## config.mk

```make
export PLATFORM = sky130hd
export DESIGN_NAME = multi_finger_tap_detector_top_flat
export DESIGN_NICKNAME = d
export VERILOG_FILES = /design/src/rtl/mftd_pkg.sv /design/src/rtl/mftd_if.sv /design/src/rtl/mftd_cfg_regs.sv /design/src/rtl/mftd_slot_lane.sv /design/src/rtl/multi_finger_tap_detector_top.sv /design/src/flat_wrapper.sv
export SDC_FILE = /design/constraint.sdc
export NUM_CORES = 2
export LEC_CHECK = 0
export BUFFER_PORTS_ARGS = -buffer_cell sky130_fd_sc_hd__buf_2
export CAP_MARGIN = 20
export CORE_ASPECT_RATIO = 0.7
export CORE_MARGIN = 2
export CORE_UTILIZATION = 38
export CTS_CLUSTER_SIZE = 30
export DETAILED_ROUTE_END_ITERATION = 6
export SETUP_SLACK_MARGIN = 0.05
export SLEW_MARGIN = 25
export SYNTH_ARGS = -nofsm -noshare
export SYNTH_HDL_FRONTEND = slang
export SYNTH_HIERARCHICAL = 1
export SYNTH_SLANG_ARGS = --single-unit
```

## constraint.sdc

```tcl
create_clock -name clk -period 7.7 [get_ports clk]
set_input_delay 0 -clock clk [delete_from_list [all_inputs] [get_ports clk]]
set_output_delay 0 -clock clk [all_outputs]
set_load 0.05 [all_outputs]
```

## src/rtl/mftd_pkg.sv

```systemverilog
`timescale 1ns / 1ps
// ----------------------------------------------------------------------------
// mftd_pkg
// Shared types and constants of the multi-finger tap detector.
// ----------------------------------------------------------------------------
package mftd_pkg;

  // Field widths of the channels
  localparam int unsigned MASK_W    = 5;
  localparam int unsigned TIME_W    = 32;
  localparam int unsigned COUNT_W   = 3;
  localparam int unsigned CFG_W     = 16;
  localparam int unsigned CFG_IDX_W = 2;

  // Register reset values (ms)
  localparam logic [CFG_W-1:0] SETTLE_RST     = 16'd50;
  localparam logic [CFG_W-1:0] RECENT_RST     = 16'd200;
  localparam logic [CFG_W-1:0] LONG_PRESS_RST = 16'd500;

  // Register indexes on the configuration channel
  typedef enum logic [CFG_IDX_W-1:0] {
    REG_SETTLE     = 2'd0,
    REG_RECENT     = 2'd1,
    REG_LONG_PRESS = 2'd2
  } cfg_reg_e;

  // Current register settings
  typedef struct packed {
    logic [CFG_W-1:0] settle_ms;
    logic [CFG_W-1:0] recent_ms;
    logic [CFG_W-1:0] long_press_ms;
  } cfg_t;

  // Per-slot result of one item
  typedef struct packed {
    logic settled;   // release at least settle_ms old
    logic tap;       // recent release with a short enough hold
  } lane_flags_t;

endpackage

```

## src/rtl/mftd_if.sv

```systemverilog
`timescale 1ns / 1ps
// ----------------------------------------------------------------------------
// mftd interfaces
// Valid/ready channels: touch samples in, tap results out, register writes.
// ----------------------------------------------------------------------------
interface mftd_in_if;
  logic                               valid;
  logic                               ready;
  logic [mftd_pkg::MASK_W-1:0]        pressed_mask;
  logic [mftd_pkg::TIME_W-1:0]        now_ms;

  modport source (output valid, pressed_mask, now_ms, input ready);
  modport sink   (input valid, pressed_mask, now_ms, output ready);
endinterface

interface mftd_out_if;
  logic                               valid;
  logic                               ready;
  logic [mftd_pkg::COUNT_W-1:0]       tap_fingers;

  modport source (output valid, tap_fingers, input ready);
  modport sink   (input valid, tap_fingers, output ready);
endinterface

interface mftd_cfg_if;
  logic                               valid;
  logic                               ready;
  logic [mftd_pkg::CFG_IDX_W-1:0]     index;
  logic [mftd_pkg::CFG_W-1:0]         data;

  modport source (output valid, index, data, input ready);
  modport sink   (input valid, index, data, output ready);
endinterface

```

## src/rtl/mftd_cfg_regs.sv

```systemverilog
`timescale 1ns / 1ps
// ----------------------------------------------------------------------------
// mftd_cfg_regs
// Timing registers written over the configuration channel.
// ----------------------------------------------------------------------------
module mftd_cfg_regs (
  input  logic             clk,
  input  logic             rst,
  mftd_cfg_if.sink         cfg,
  output mftd_pkg::cfg_t   regs
);

  // Writes are always taken
  assign cfg.ready = 1'b1;

  // Register file; indexes past the list are dropped
  always_ff @(posedge clk) begin
    if (rst) begin
      regs.settle_ms     <= mftd_pkg::SETTLE_RST;
      regs.recent_ms     <= mftd_pkg::RECENT_RST;
      regs.long_press_ms <= mftd_pkg::LONG_PRESS_RST;
    end else if (cfg.valid) begin
      unique case (cfg.index)
        mftd_pkg::REG_SETTLE:     regs.settle_ms     <= cfg.data;
        mftd_pkg::REG_RECENT:     regs.recent_ms     <= cfg.data;
        mftd_pkg::REG_LONG_PRESS: regs.long_press_ms <= cfg.data;
        default: ;
      endcase
    end
  end

endmodule

```

## src/rtl/mftd_slot_lane.sv

```systemverilog
`timescale 1ns / 1ps
// ----------------------------------------------------------------------------
// mftd_slot_lane
// One touch slot: down flag, press and release times, and the age and hold
// tests for the item being processed.
// ----------------------------------------------------------------------------
module mftd_slot_lane (
  input  logic                          clk,
  input  logic                          rst,
  input  logic                          step,      // item leaves the input register
  input  logic                          pressed,
  input  logic [mftd_pkg::TIME_W-1:0]   now_ms,
  input  mftd_pkg::cfg_t                regs,
  output mftd_pkg::lane_flags_t         flags
);

  logic                         down;
  logic [mftd_pkg::TIME_W-1:0]  press_time;
  logic [mftd_pkg::TIME_W-1:0]  release_time;

  logic                         down_next;
  logic [mftd_pkg::TIME_W-1:0]  press_time_next;
  logic [mftd_pkg::TIME_W-1:0]  release_time_next;
  logic [mftd_pkg::TIME_W-1:0]  age;
  logic [mftd_pkg::TIME_W-1:0]  hold;

  // Edge detection and time capture
  always_comb begin
    down_next         = pressed;
    press_time_next   = press_time;
    release_time_next = release_time;
    if (!down && pressed) begin
      press_time_next = now_ms;
    end else if (down && !pressed) begin
      release_time_next = now_ms;
    end
  end

  // Differences wrap modulo 2^32
  assign age  = now_ms - release_time_next;
  assign hold = release_time_next - press_time_next;

  assign flags.settled = age >= {{(mftd_pkg::TIME_W-mftd_pkg::CFG_W){1'b0}}, regs.settle_ms};
  assign flags.tap     = (age  <= {{(mftd_pkg::TIME_W-mftd_pkg::CFG_W){1'b0}}, regs.recent_ms})
                      && (hold <= {{(mftd_pkg::TIME_W-mftd_pkg::CFG_W){1'b0}},
                                   regs.long_press_ms});

  // Slot state
  always_ff @(posedge clk) begin
    if (rst) begin
      down         <= 1'b0;
      press_time   <= '0;
      release_time <= '0;
    end else if (step) begin
      down         <= down_next;
      press_time   <= press_time_next;
      release_time <= release_time_next;
    end
  end

endmodule

```

## src/rtl/multi_finger_tap_detector_top.sv

```systemverilog
`timescale 1ns / 1ps
// ----------------------------------------------------------------------------
// multi_finger_tap_detector_top
// Path: an accepted sample goes through the input register, then the result register.
// Throughput: one sample per cycle unless the output stalls; the slot lanes work
// in parallel on the input register's sample; the result register decouples stalls.
// Reset: synchronous; clears slot state and times to zero and loads the
// registers with settle 50 ms, recent 200 ms, long press 500 ms.
// ----------------------------------------------------------------------------
module multi_finger_tap_detector_top #(
  parameter int unsigned MAX_SLOTS = 5
) (
  input  logic        clk,
  input  logic        rst,
  mftd_in_if.sink     sample,
  mftd_out_if.source  result,
  mftd_cfg_if.sink    cfg
);

  mftd_pkg::cfg_t                     regs;

  logic                               in_vld;
  logic [mftd_pkg::MASK_W-1:0]        in_mask;
  logic [mftd_pkg::TIME_W-1:0]        in_now;
  logic                               out_vld;
  logic [mftd_pkg::COUNT_W-1:0]       out_count;

  logic                               advance;
  logic                               any_down;
  logic                               any_settled;
  logic [MAX_SLOTS-1:0]               settled_vec;
  logic [MAX_SLOTS-1:0]               tap_vec;
  logic [mftd_pkg::COUNT_W-1:0]       count;
  mftd_pkg::lane_flags_t              flags [MAX_SLOTS];

  mftd_cfg_regs u_cfg (
    .clk  (clk),
    .rst  (rst),
    .cfg  (cfg),
    .regs (regs)
  );

  // Handshake: the input register empties whenever the result register can load
  assign advance      = in_vld && (!out_vld || result.ready);
  assign sample.ready = !in_vld || advance;

  // Input register
  always_ff @(posedge clk) begin
    if (rst) begin
      in_vld <= 1'b0;
    end else if (sample.ready) begin
      in_vld <= sample.valid;
    end
  end

  always_ff @(posedge clk) begin
    if (sample.valid && sample.ready) begin
      in_mask <= sample.pressed_mask;
      in_now  <= sample.now_ms;
    end
  end

  // Slot lanes; mask bits above the slots are ignored
  for (genvar i = 0; i < MAX_SLOTS; i++) begin : g_slot
    mftd_slot_lane u_lane (
      .clk     (clk),
      .rst     (rst),
      .step    (advance),
      .pressed (in_mask[i]),
      .now_ms  (in_now),
      .regs    (regs),
      .flags   (flags[i])
    );
    assign settled_vec[i] = flags[i].settled;
    assign tap_vec[i]     = flags[i].tap;
  end

  // Tap count: only with every slot up and some release settled
  assign any_down    = |in_mask[MAX_SLOTS-1:0];
  assign any_settled = |settled_vec;
  assign count       = (!any_down && any_settled) ? mftd_pkg::COUNT_W'($countones(tap_vec))
                                                  : '0;

  // Result register
  always_ff @(posedge clk) begin
    if (rst) begin
      out_vld <= 1'b0;
    end else if (advance) begin
      out_vld <= 1'b1;
    end else if (result.ready) begin
      out_vld <= 1'b0;
    end
  end

  always_ff @(posedge clk) begin
    if (advance) begin
      out_count <= count;
    end
  end

  assign result.valid       = out_vld;
  assign result.tap_fingers = out_count;

endmodule

```

## src/flat_wrapper.sv

```systemverilog
// flat-port wrapper written by rule: the top's interface ports become plain ports
module multi_finger_tap_detector_top_flat 
#(
  parameter int unsigned MAX_SLOTS = 5
)
  (clk, rst, sample_valid, sample_pressed_mask, sample_now_ms, sample_ready, result_valid, result_tap_fingers, result_ready, cfg_valid, cfg_index, cfg_data, cfg_ready);
  mftd_in_if sample_i ();
  mftd_out_if result_i ();
  mftd_cfg_if cfg_i ();
  input  logic clk;
  input  logic rst;
  input wire logic [$bits(sample_i.valid)-1:0] sample_valid;
  input wire logic [$bits(sample_i.pressed_mask)-1:0] sample_pressed_mask;
  input wire logic [$bits(sample_i.now_ms)-1:0] sample_now_ms;
  output wire logic [$bits(sample_i.ready)-1:0] sample_ready;
  output wire logic [$bits(result_i.valid)-1:0] result_valid;
  output wire logic [$bits(result_i.tap_fingers)-1:0] result_tap_fingers;
  input wire logic [$bits(result_i.ready)-1:0] result_ready;
  input wire logic [$bits(cfg_i.valid)-1:0] cfg_valid;
  input wire logic [$bits(cfg_i.index)-1:0] cfg_index;
  input wire logic [$bits(cfg_i.data)-1:0] cfg_data;
  output wire logic [$bits(cfg_i.ready)-1:0] cfg_ready;
  assign sample_i.valid = sample_valid;
  assign sample_i.pressed_mask = sample_pressed_mask;
  assign sample_i.now_ms = sample_now_ms;
  assign sample_ready = sample_i.ready;
  assign result_valid = result_i.valid;
  assign result_tap_fingers = result_i.tap_fingers;
  assign result_i.ready = result_ready;
  assign cfg_i.valid = cfg_valid;
  assign cfg_i.index = cfg_index;
  assign cfg_i.data = cfg_data;
  assign cfg_ready = cfg_i.ready;
  multi_finger_tap_detector_top #(.MAX_SLOTS(MAX_SLOTS)) u_core (.clk(clk), .rst(rst), .sample(sample_i), .result(result_i), .cfg(cfg_i));
endmodule
```

==> results.md <==
- Status: finished, final reports clean
- Final wirelength: 185,000 µm
- Layout Skew: 37.0 ps
- GP Congestion: 0.969
- Maximum root-to-sink buffer count: 3
- Reg power frac: 0.263
- Synth Instances: 6,334
- Routed length per instance: 22.7 µm
- Die height: 300 µm
- WP data required: 8200 ps
- Pwr Total: 9280 µW
- I/O Pins: 66
- # H-tree levels: 2
- Drt pass-1 iters: 6
- MaxCap Viol Count: 0
- Crit Path Class: register to register
- Crit path time final: 7690 ps
- Post-synth EDFFs: 40
- Core Region: 124,000 µm²
- Clock tree from TritonCTS: done
- Die Span X: 427 µm
- Drt drc: 0
- Highest Clock Rate: between 100 and 150 MHz
- Setup-failing EPs final: 0
- Yosys warning count: 6
- Sw Share: 0.410
- Crit path top cell by count: nor2_2
- First-pass GRT wire length: approximately 280,000 µm
- Initial antenna violation count: 12
- Root Buffer: clkbuf_16
- P_int: roughly 5500 µW
- Clock group share of total power: 0.275
- Post-synthesis sequential area ratio: 0.183
- Synth Register Bits: 415
- Slowest CP cell: fa_1
- Crit end category: register
- Final Hold Fails: 0
- Asr flop ratio synth: 0
- Fill count: 12,600
- Peak supply drop: 0.194 mV
- I/O Buffers: 64
- Leakage: 0.0227 µW
- GRT Residual Overflow: 0
- Slew Limit Fails: 0
- CP delay by family, top: compound AO/OA/AOI/OAI gates
- Area delta synth->final: 12.6%
- RSZ-0062 raised after global routing: yes
- Syn_nets: 6,867
- Multi-input gate area: 35,700 µm²
- Critical Path Max Stage Delay: 590 ps
- Pin count of the biggest net entering global routing: 157
- Startpoint types: register
- Clock transition at path regs: 70 ps
- Vias in the first global route: 43,900
- Clock latency on the worst-skew pair: 660 ps
- Area taken by flip-flops and latches: 8710 µm²
- Mapped cell area: 47,600 µm²
- Period utilization: 0.998
- WP data arrival: 8180 ps
- CTS sink count: 415
- Main synth FF type: dfxtp_1
- Share of layout cells above drive strength 1: 0.105
- Initial Utilization: 0.384
- Synth unique cells: 122
- Crit path buf inv count: 2
- Switching power: 3810 µW
- Power Dens Cells: around 170 nW/µm²
- Worst Path Max Fanout: 6
- Vias/cell: roughly 6
- Relative slew slack: 0.242
- Slew @ Worst Pin: 1140 ps
- Antenna-violating nets left: 0
- Row count: 108
- Number of DRC markers in iteration 0: 5,226
- Syn_area_per_cell: 7.51 µm²
- Total Nets Final: 6,979
- Vias: 48,900
- DIE AREA: between 100,000 and 150,000 µm²
- GRT Total Usage: 0.277
- Combinational power share: 0.462
- DP HPWL: around 140,000 µm
- Fin util: 0.432
- Hold crit path type: primary input to register
- CTS Buf Count: 51
-- worst register-to-register path, delay by kind of cell, from the launching register on --
family / cells / cell delay [ps]
AO/OA/AOI/OAI: 14 / 2650
XOR/XNOR: 1 / 70
adder cells (fa/ha/maj): 5 / 1900
buffers and inverters: 2 / 150
flip-flops: 1 / 440
AND/OR/NAND/NOR: 10 / 2300
-- cells in the final DEF, fill, tap and decap left out, drive strengths merged, types with 65 or more instances in the layout --
cell	netlist	routed
a211oi	290	290
a21o	212	212
a21oi	500	500
a31oi	83	83
buf	122	401
clkbuf	282	65
dfxtp	375	375
ha	466	466
inv	469	473
mux2i	314	314
nand2	470	470
nand2b	188	188
nand3	197	197
nand4	85	85
nor2	531	531
nor2b	137	137
nor3	74	74
o21ai	286	286
xnor2	164	164
xor2	122	122
-- cells in the mapped netlist, drive strengths merged (35+ instances only) --
cell type	number	area (µm²)
nand4	85	532
o21ai	286	1450
buf	122	729
ha	466	5830
a311oi	44	444
and3	52	325
nand2	470	1760
nand3	197	986
mux2i	314	3180
xnor2	164	1440
edfxtp	40	1200
clkbuf	282	1070
a31oi	83	519
a21o	212	1590
a21oi	500	2530
nor3	74	370
nand2b	188	1190
nor2b	137	872
a211oi	290	2180
inv	469	1760
o21a	54	409
o211ai	58	435
o221ai	38	333
o22ai	62	429
nor2	531	2010
dfxtp	375	7510
o21bai	35	263
xor2	122	1080
-- flip-flops by register name, summed over array words and instances (netlist names) --
signal,count
u_core/g_slot.u_lane/press_time,160
u_core/g_slot.u_lane/release_time,160
u_core/u_cfg/regs,48
u_core/in_now,32
u_core/g_slot.u_lane/down,5
u_core/in_mask,5
u_core/result.tap_fingers,3
u_core/in_vld,1
u_core/result.valid,1
-- final cells by class --
class                   instances  share of cell area
inverters                     470              0.0329
clock inverters                29             0.00562
well taps                    1650              0.0385
multi-input cells            5045               0.665
clock buffers                  65              0.0265
repair buffers                463              0.0685
diodes                          2           0.0000934
flip-flops and latches        415               0.162
-- final timing paths --
kind                                                                         start                                                  to  slack, ps  depth (start not counted)
worst min-delay path                                              sample_now_ms[4]                          u_core/in_now[4]$_DFFE_PP_         50                          2
worst max-delay path                                   u_core/in_mask[4]$_DFFE_PP_          u_core/result.tap_fingers[1]$_SDFFCE_PN0P_         10                         32
worst min register to register  u_core/g_slot[0].u_lane/press_time[0]$_SDFFE_PP0P_  u_core/g_slot[0].u_lane/press_time[0]$_SDFFE_PP0P_        450                          2
worst max register to register                         u_core/in_mask[4]$_DFFE_PP_          u_core/result.tap_fingers[1]$_SDFFCE_PN0P_         10                         32
-- repair_timing --
item                                   CTS  global route
resized for setup                       17            54
setup endpoints to repair                3             3
endpoints found under the hold margin  141             0
pin swaps                               12            23
hold buffers                            62             0
buffers inserted                         5             6
-- through the flow --
step	instances	setup WS (ps)	hold WS, ps	setup TNS (ps)	cell area, µm²
global placement	7969	-422	179	-809	50800
finish	8139	11.8	54.8	0	53600
global route	8138	-373	44.7	-590	53600
floorplan	6334	57.9	69.1	0	47600
CTS	8131	50.8	17.7	0	53300
detailed placement	7970	-556	179	-1220	50900
-- per-layer routing --
metal	track usage	share of wire	vias to the layer above
met5	0	0.00014	-
met4	0.0702	0.026	4
met3	0.0555	0.10	225
met2	0.387	0.39	2187
met1	0.425	0.48	23100
li1	-	-	23400
-- power by group through the flow --
stage               registers, µW  clock network [µW]  logic (µW)
floorplan                    2440                   0        2900
global placement             2480                   0        4060
detailed placement           2480                   0        4100
CTS                          2430                2610        4160
global route                 2450                2690        4700
finish                       2440                2560        4290
-- logic make-up after synthesis --
group / after synthesis / share of synthesized area
compound gates: 1973 / 0.282
simple gates: 1960 / 0.206
buf+inv: 874 / 0.0749
fa+ha+maj: 493 / 0.130
flops: 415 / 0.183
mux: 332 / 0.0711
xor+xnor: 286 / 0.0530
other cells: 1 / 0.0000788
(Power assumes the default switching activity.)
